--- src/hdl/bris_pkg.sv ---
// Shared types, constants and helpers for the bounded random integer sampler.
`timescale 1ns / 1ps
`default_nettype none
package bris_pkg;
	localparam int WORD_BITS = 32;
	localparam int CNT_W = $clog2(WORD_BITS + 1);
	localparam int IDX_W = 2;

	localparam logic [IDX_W-1:0] IDX_RANGE = IDX_W'(0);
	localparam logic [IDX_W-1:0] IDX_MODE  = IDX_W'(1);

	localparam logic [2:0] MODE_MOD   = 3'd0;
	localparam logic [2:0] MODE_MUL   = 3'd1;
	localparam logic [2:0] MODE_DICE  = 3'd2;
	localparam logic [2:0] MODE_MASK  = 3'd3;
	localparam logic [2:0] MODE_BUF   = 3'd4;
	localparam logic [2:0] MODE_MROLL = 3'd5;

	typedef enum logic [1:0] {
		ST_IDLE,
		ST_THRESH,
		ST_WORK,
		ST_HOLD
	} state_t;

	typedef struct packed {
		logic cfg_write;
		logic load;
		logic thr_step;
		logic step;
		logic out_load;
	} cmd_t;

	typedef struct packed {
		logic thr_last;
		logic found;
		logic fin;
		logic out_full;
	} status_t;

	function automatic logic [CNT_W-1:0] bit_len(input logic [WORD_BITS-1:0] v);
		logic [CNT_W-1:0] n;
		n = '0;
		for (int i = 0; i < WORD_BITS; i++) begin
			if (v[i]) n = CNT_W'(i + 1);
		end
		return n;
	endfunction
endpackage
`default_nettype wire

--- src/hdl/bounded_random_integer_sampler_core.sv ---
// Top level of the bounded random integer sampler.
// One word in work at a time.
// Modulo mode: one remainder bit per cycle in the shared divider.
// Dice roller modes: one bit of the word per cycle.
// A register write recomputes the threshold in the divider.
// Reset: range 1, multiply-shift mode, no sample in progress, output empty.
`timescale 1ns / 1ps
`default_nettype none
module bounded_random_integer_sampler_core (
	input  wire logic                           clk,
	input  wire logic                           arst_n,
	input  wire logic                           cfg_valid,
	output logic                                cfg_ready,
	input  wire logic [bris_pkg::IDX_W-1:0]     cfg_index,
	input  wire logic [bris_pkg::WORD_BITS-1:0] cfg_data,
	input  wire logic                           in_valid,
	output logic                                in_ready,
	input  wire logic [bris_pkg::WORD_BITS-1:0] random_word,
	output logic                                out_valid,
	input  wire logic                           out_ready,
	output logic [bris_pkg::WORD_BITS-1:0]      sample_value
);
	import bris_pkg::*;

	cmd_t    cmd;
	status_t sts;

	bris_ctrl u_ctrl (
		.clk       (clk),
		.arst_n    (arst_n),
		.cfg_valid (cfg_valid),
		.cfg_ready (cfg_ready),
		.in_valid  (in_valid),
		.in_ready  (in_ready),
		.out_ready (out_ready),
		.sts       (sts),
		.cmd       (cmd)
	);

	bris_dp u_dp (
		.clk          (clk),
		.arst_n       (arst_n),
		.cmd          (cmd),
		.cfg_index    (cfg_index),
		.cfg_data     (cfg_data),
		.random_word  (random_word),
		.out_ready    (out_ready),
		.out_valid    (out_valid),
		.sample_value (sample_value),
		.sts          (sts)
	);
endmodule
`default_nettype wire

--- src/hdl/bris_ctrl.sv ---
// Controller state machine of the bounded random integer sampler.
`timescale 1ns / 1ps
`default_nettype none
module bris_ctrl (
	input  wire logic            clk,
	input  wire logic            arst_n,
	input  wire logic            cfg_valid,
	output logic                 cfg_ready,
	input  wire logic            in_valid,
	output logic                 in_ready,
	input  wire logic            out_ready,
	input  wire bris_pkg::status_t sts,
	output bris_pkg::cmd_t       cmd
);
	import bris_pkg::*;

	state_t state_q, state_n;

	always_ff @(posedge clk or negedge arst_n) begin
		if (!arst_n) state_q <= ST_IDLE;
		else state_q <= state_n;
	end

	always_comb begin
		state_n = state_q;
		cmd = '0;
		cfg_ready = 1'b0;
		in_ready = 1'b0;
		unique case (state_q)
			ST_IDLE: begin
				cfg_ready = 1'b1;
				in_ready = !cfg_valid;
				if (cfg_valid) begin
					cmd.cfg_write = 1'b1;
					state_n = ST_THRESH;
				end else if (in_valid) begin
					cmd.load = 1'b1;
					state_n = ST_WORK;
				end
			end
			ST_THRESH: begin
				cmd.thr_step = 1'b1;
				if (sts.thr_last) state_n = ST_IDLE;
			end
			ST_WORK: begin
				cmd.step = 1'b1;
				if (sts.found) state_n = ST_HOLD;
				else if (sts.fin) state_n = ST_IDLE;
			end
			ST_HOLD: begin
				if (!sts.out_full || out_ready) begin
					cmd.out_load = 1'b1;
					state_n = ST_IDLE;
				end
			end
			default: state_n = ST_IDLE;
		endcase
	end
endmodule
`default_nettype wire

--- src/hdl/bris_dp.sv ---
// Datapath of the bounded random integer sampler: divider, multiplier, roller, mask logic.
`timescale 1ns / 1ps
`default_nettype none
module bris_dp (
	input  wire logic                             clk,
	input  wire logic                             arst_n,
	input  wire bris_pkg::cmd_t                   cmd,
	input  wire logic [bris_pkg::IDX_W-1:0]       cfg_index,
	input  wire logic [bris_pkg::WORD_BITS-1:0]   cfg_data,
	input  wire logic [bris_pkg::WORD_BITS-1:0]   random_word,
	input  wire logic                             out_ready,
	output logic                                  out_valid,
	output logic [bris_pkg::WORD_BITS-1:0]        sample_value,
	output bris_pkg::status_t                     sts
);
	import bris_pkg::*;

	localparam int W = WORD_BITS;

	logic [W-1:0]     range_q, thr_q, word_q, res_q, out_q, cand_q, b_q;
	logic [2:0]       mode_q;
	logic [W:0]       span_q, val_q;
	logic [CNT_W-1:0] k_q, avail_q, pos_q, div_cnt_q;
	logic             started_q, out_valid_q;
	logic [W-1:0]     div_rem_q, div_dvd_q;
	logic [2*W-1:0]   prod_s1;

	logic [W-1:0]     s_eff, mask, rng_new;
	logic [CNT_W-1:0] len;
	logic [W:0]       div_q, div_r;
	logic [W-1:0]     div_rem_n;

	logic [W:0]       span_n, val_n, rv, rs;
	logic [W-1:0]     cand_n, b_n, res_n, c4, lowm;
	logic [CNT_W-1:0] k_n, avail_n, pos_n, need, nb;
	logic             started_n, found, fin;

	assign s_eff = (range_q == '0) ? W'(1) : range_q;
	assign len = bit_len(s_eff);
	assign mask = W'(({1'b0, {W{1'b1}}} >> (CNT_W'(W) - len)));

	assign div_q = {div_rem_q, div_dvd_q[W-1]};
	assign div_r = (div_q >= {1'b0, s_eff}) ? div_q - {1'b0, s_eff} : div_q;
	assign div_rem_n = div_r[W-1:0];

	always_comb begin
		span_n = span_q;
		val_n = val_q;
		cand_n = cand_q;
		k_n = k_q;
		b_n = b_q;
		avail_n = avail_q;
		pos_n = pos_q + CNT_W'(1);
		started_n = started_q;
		res_n = res_q;
		found = 1'b0;
		fin = 1'b0;
		rv = '0;
		rs = '0;
		need = '0;
		nb = '0;
		lowm = '0;
		c4 = '0;
		case (mode_q)
			MODE_MOD: begin
				if (word_q < thr_q) fin = 1'b1;
				else if (div_cnt_q == CNT_W'(1)) begin
					found = 1'b1;
					res_n = div_rem_n;
				end
			end
			MODE_MUL: begin
				if (pos_q != '0) begin
					if (prod_s1[W-1:0] >= thr_q) begin
						found = 1'b1;
						res_n = prod_s1[2*W-1:W];
					end else fin = 1'b1;
				end
			end
			MODE_MASK: begin
				if ((word_q & mask) < s_eff) begin
					found = 1'b1;
					res_n = word_q & mask;
				end else fin = 1'b1;
			end
			MODE_BUF: begin
				need = len - k_q;
				nb = (need < avail_q) ? need : avail_q;
				lowm = W'(({1'b0, {W{1'b1}}} >> (CNT_W'(W) - nb)));
				c4 = cand_q | ((b_q & lowm) << k_q);
				b_n = b_q >> nb;
				avail_n = avail_q - nb;
				k_n = k_q + nb;
				cand_n = c4;
				if (k_n == len) begin
					if (c4 < s_eff) begin
						found = 1'b1;
						res_n = c4;
					end else begin
						cand_n = '0;
						k_n = '0;
					end
				end
				if (!found && avail_n == '0) fin = 1'b1;
			end
			MODE_DICE, MODE_MROLL: begin
				if (mode_q == MODE_MROLL && !started_q) begin
					if ((word_q & mask) < s_eff) begin
						found = 1'b1;
						res_n = word_q & mask;
					end else begin
						span_n = {1'b0, mask} + (W+1)'(1) - {1'b0, s_eff};
						val_n = {1'b0, (word_q & mask) - s_eff};
						started_n = 1'b1;
						pos_n = len;
						if (len == CNT_W'(W)) fin = 1'b1;
					end
				end else begin
					rv = {val_q[W-1:0], word_q[pos_q[CNT_W-2:0]]};
					rs = {span_q[W-1:0], 1'b0};
					span_n = rs;
					val_n = rv;
					if (rs >= {1'b0, s_eff}) begin
						if (rv < {1'b0, s_eff}) begin
							found = 1'b1;
							res_n = rv[W-1:0];
						end else begin
							span_n = rs - {1'b0, s_eff};
							val_n = rv - {1'b0, s_eff};
						end
					end
					if (!found && pos_q == CNT_W'(W - 1)) fin = 1'b1;
				end
			end
			default: fin = 1'b1;
		endcase
	end

	assign rng_new = (cfg_index == IDX_RANGE) ? cfg_data : range_q;

	always_ff @(posedge clk or negedge arst_n) begin
		if (!arst_n) begin
			range_q <= W'(1);
			mode_q <= MODE_MUL;
			thr_q <= '0;
			span_q <= (W+1)'(1);
			val_q <= '0;
			cand_q <= '0;
			k_q <= '0;
			started_q <= 1'b0;
			out_valid_q <= 1'b0;
		end else begin
			if (cmd.cfg_write && (cfg_index == IDX_RANGE || cfg_index == IDX_MODE)) begin
				range_q <= rng_new;
				if (cfg_index == IDX_MODE) mode_q <= cfg_data[2:0];
				span_q <= (W+1)'(1);
				val_q <= '0;
				cand_q <= '0;
				k_q <= '0;
				started_q <= 1'b0;
			end
			if (cmd.thr_step && div_cnt_q == CNT_W'(1)) thr_q <= div_rem_n;
			if (cmd.load && !started_q && (mode_q == MODE_DICE || mode_q == MODE_BUF)) begin
				started_q <= 1'b1;
				span_q <= (W+1)'(1);
				val_q <= '0;
				cand_q <= '0;
				k_q <= '0;
			end
			if (cmd.step) begin
				if (found) begin
					span_q <= (W+1)'(1);
					val_q <= '0;
					cand_q <= '0;
					k_q <= '0;
					started_q <= 1'b0;
				end else begin
					span_q <= span_n;
					val_q <= val_n;
					cand_q <= cand_n;
					k_q <= k_n;
					started_q <= started_n;
				end
			end
			if (cmd.out_load) out_valid_q <= 1'b1;
			else if (out_ready) out_valid_q <= 1'b0;
		end
	end

	always_ff @(posedge clk) begin
		if (cmd.cfg_write) begin
			div_dvd_q <= W'(0) - ((rng_new == '0) ? W'(1) : rng_new);
			div_rem_q <= '0;
			div_cnt_q <= CNT_W'(W);
		end
		if (cmd.load) begin
			word_q <= random_word;
			b_q <= random_word;
			avail_q <= CNT_W'(W);
			pos_q <= '0;
			div_dvd_q <= random_word;
			div_rem_q <= '0;
			div_cnt_q <= CNT_W'(W);
		end
		if (cmd.thr_step || (cmd.step && mode_q == MODE_MOD)) begin
			div_rem_q <= div_rem_n;
			div_dvd_q <= div_dvd_q << 1;
			div_cnt_q <= div_cnt_q - CNT_W'(1);
		end
		if (cmd.step) begin
			pos_q <= pos_n;
			b_q <= b_n;
			avail_q <= avail_n;
			res_q <= res_n;
			prod_s1 <= word_q * s_eff;
		end
		if (cmd.out_load) out_q <= res_q;
	end

	assign out_valid = out_valid_q;
	assign sample_value = out_q;
	assign sts.thr_last = (div_cnt_q == CNT_W'(1));
	assign sts.found = found;
	assign sts.fin = fin;
	assign sts.out_full = out_valid_q;
endmodule
`default_nettype wire

--- config.mk ---
export PLATFORM = sky130hd
export DESIGN_NAME = bounded_random_integer_sampler_core
export DESIGN_NICKNAME = d
export VERILOG_FILES = /design/src/hdl/bris_pkg.sv /design/src/hdl/bounded_random_integer_sampler_core.sv /design/src/hdl/bris_ctrl.sv /design/src/hdl/bris_dp.sv
export SDC_FILE = /design/constraint.sdc
export NUM_CORES = 2
export LEC_CHECK = 0
export BUFFER_PORTS_ARGS = -buffer_cell sky130_fd_sc_hd__clkbuf_2
export CELL_PAD_IN_SITES_DETAIL_PLACEMENT = 1
export CELL_PAD_IN_SITES_GLOBAL_PLACEMENT = 2
export CORE_UTILIZATION = 45
export CTS_CLUSTER_DIAMETER = 200
export CTS_CLUSTER_SIZE = 14
export DETAILED_ROUTE_END_ITERATION = 8
export PLACE_DENSITY_LB_ADDON = 0.08
export SETUP_SLACK_MARGIN = 0.5
export SYNTH_ARGS = -nofsm -noshare
export SYNTH_HDL_FRONTEND = slang
export SYNTH_SLANG_ARGS = --single-unit
--- constraint.sdc ---
create_clock -name clk -period 23.4 [get_ports clk]
set_input_delay 5.85 -clock clk [delete_from_list [all_inputs] [get_ports clk]]
set_output_delay 5.85 -clock clk [all_outputs]
set_load 0.1 [all_outputs]
==> flow_metrics.py <==
metrics = {
    "synthesis": {
        "async_flop_share_pct": 38.7,
        "syn_inst": 7728,
        "synth_edf_count": 273,
        "syn_area_per_cell_um2": 8.87,
        "synth_seq_cells": 447,
        "synth_warnings": 0,
        "synth-main-ff-cell": "edfxtp_1",
        "synth_fp_nets": 9282,
        "synth_cell_types": 107,
        "synth_seq_area_share_pct": 18.3,
        "synth_area_mm2": 0.0685,
    },
    "critical_path": {
        "worstRegToRegCells": 50,
        "critical-path-top-delay-family": "compound AO/OA/AOI/OAI gates",
        "max_stage_delay_ns": 0.74,
        "crit_cells": 50,
        "crit_end": "u_dp.span_q[27]$_DFFE_PN0P_",
        "crit_path_end_kind": "flip-flop",
        "worst_ep_required_time_ns": 23.96,
        "crit_path_max_fanout": 39,
        "crit_path_top_delay_cell": "a311oi_1",
        "r2r-start": "u_dp.range_q[15]$_DFFE_PN0P_",
        "r2r_slack_ns": 8.79,
        "timing.rr.end": "u_dp.span_q[27]$_DFFE_PN0P_",
        "crit_arrival_ns": 15.18,
        "startpoint": "u_dp.range_q[15]$_DFFE_PN0P_",
        "cp-start-kind": "flip-flop",
        "path_class": "reg2reg",
        "crit_buf_inv": 10,
    },
    "clocking": {
        "cts_buffer_depth": 3,
        "htreeDepth": 2,
        "path_clk_slew_ns": 0.09,
        "cts_resized": 0,
        "cts_setup_buffers": 0,
        "cts_hold_buf": 0,
        "cts.sinks": 447,
        "clock-root-buffer": "clkbuf_16",
        "cts_buffers": 37,
        "cts_tree": "built",
        "clock_latency_ns": 0.63,
    },
    "placement": {
        "gp_congestion": 1.01,
        "placed_area_mm2": 0.0714,
        "io_buffer_count": 105,
        "dpl.hpwl_um": 223000,
    },
    "cells_and_area": {
        "layout.nets": 9163,
        "drive_above_1_share_pct": 6.30,
        "final_common_cell": "nand2_1",
        "area_growth_pct": 5.72,
        "final_cell_mix": "nand2_1 (1208), inv_1 (1142), fa_1 (904), ha_1 (579), nor2_1 (386)",
        "fin_area_mm2": 0.0725,
    },
    "routing": {
        "drc_errors": 0,
        "wl_um": 294000,
        "postRouteAntennaNets": 0,
        "drt_pass1_iterations": 6,
        "drtIter0Drc": 5495,
        "vias": 59432,
        "viasPerCell": 6.15,
        "wl_per_cell_um": 30.4,
    },
    "floorplanning": {
        "fp.coreArea_mm2": 0.150,
        "die_x_um": 392,
        "num_io_pins": 106,
        "rows": 142,
        "die_h_um": 392,
        "dieArea_mm2": 0.154,
        "start_util_pct": 45.5,
    },
    "timing": {
        "setup_violations": 0,
        "final_max_slew_viol_count": 0,
        "fmax_ghz": 0.0684,
        "min_period_over_period_pct": 62.5,
        "setup_tns_ns": 0,
        "max_slew.worst_pin.slew_ns": 1.28,
        "finClkSkew_ns": 0.0246,
        "finalHoldViolCount": 0,
        "rsz0062_at_grt": "no",
        "relSlewSlack_pct": 13.5,
        "min_period_ns": 14.61,
    },
    "run_status": {
        "outcome": "finished, final reports clean",
    },
    "job": {
        "maxCapViolCount": 0,
    },
    "global_route": {
        "track_usage_pct": 38.5,
        "antenna_found_initial": 34,
        "grt_pass1_vias": 61848,
        "grt_max_degree": 79,
        "grt_pass1_wl_um": 429000,
        "grt_overflow": 0,
    },
    "hold_path": {
        "hp-start": "u_dp.thr_q[19]$_DFFE_PN0P_",
        "hold_class": "reg2reg",
    },
}
worst min-delay path, cell delays in order (launching register included):
cell and delay [ns]:
dfrtp_1 0.34, nand2_1 0.05, o21ai_0 0.06
Yosys cell counts (all sizes together), types with 114 or more instances:
master  count  share of area, %
a21o      114               1.2
and2      268               2.4
mux2i     140               2.0
nand2    1209               6.6
dfrtp     170               6.2
ha        579                11
nor2      393               2.2
clkbuf    337               1.8
inv      1149               6.3
a21oi     360               2.6
o21ai     324               2.4
fa        904                26
xnor2     150               1.9
edfxtp    273                12
cell families after synthesis:
logic type               count (synthesis)  synth area share, %
flip-flops                             447                 18.3
adder cells (fa/ha/maj)               1483                 37.0
other                                    1              0.00547
XOR/XNOR                               245                 3.14
buffers and inverters                 1572                 8.67
multiplexers                           207                 3.41
AND/OR/NAND/NOR                       2301                 15.0
AO/OA/AOI/OAI                         1472                 14.4
through the flow:
step                worst slack, ns  utilization (%)  instances  hold slack (ns)
floorplan                      9.63                -       7728            0.420
global placement               9.25             47.4       9586            0.464
detailed placement             9.00             47.4       9586            0.476
CTS                            8.92             48.1       9652            0.494
global route                   7.93             48.1       9652            0.522
finish                         8.79             48.2       9667            0.489
flip-flops by register name (all words and copies together), names as in the netlist:
name and count:
u_ctrl.state_q 2, u_dp.avail_q 6, u_dp.b_q 32, u_dp.cand_q 32, u_dp.div_cnt_q 6, u_dp.div_dvd_q 32
u_dp.div_rem_q 32, u_dp.k_q 6, u_dp.mode_q 3, u_dp.out_valid 1, u_dp.pos_q 6, u_dp.prod_s1 64
u_dp.range_q 32, u_dp.res_q 32, u_dp.sample_value 32, u_dp.span_q 32, u_dp.started_q 1, u_dp.thr_q 32
u_dp.val_q 32, u_dp.word_q 32
area by class of cell:
| cell class | instances | area [µm²] |
|---|---|---|
| Tap cell | 2016 | 2520 |
| Antenna cell | 15 | 37.5 |
| Clock buffer | 65 | 1050 |
| Sequential cell | 447 | 12600 |
| Multi-Input combinational cell | 5709 | 50200 |
| Clock inverter | 1 | 16.3 |
| Fill cell | 17609 | 78000 |
| Timing Repair Buffer | 262 | 1710 |
| Inverter | 1152 | 4320 |
how the worst min path moves through the flow:
stage | endpoint | cells after the start | slack (ns)
after floorplan | u_dp.sample_value[10]$_DFFE_PP_ | 0 | 0.42
after global placement | u_dp.thr_q[7]$_DFFE_PN0P_ | 2 | 0.46
after detailed placement | u_dp.thr_q[9]$_DFFE_PN0P_ | 2 | 0.48
after CTS | u_dp.thr_q[9]$_DFFE_PN0P_ | 2 | 0.49
after global routing | u_dp.thr_q[3]$_DFFE_PN0P_ | 2 | 0.52
final | u_dp.thr_q[19]$_DFFE_PN0P_ | 2 | 0.49
layer usage:
| metal | track usage (%) | routed length (µm) |
|---|---|---|
| met5 | 0.574 | 190 |
| met4 | 19.5 | 17300 |
| met3 | 6.27 | 23900 |
| met2 | 61.1 | 133000 |
| met1 | 50.7 | 120000 |
Power is left out: the tool's default activity adds up to more than one toggle a clock period on the data nets, which glitch-free logic cannot reach.
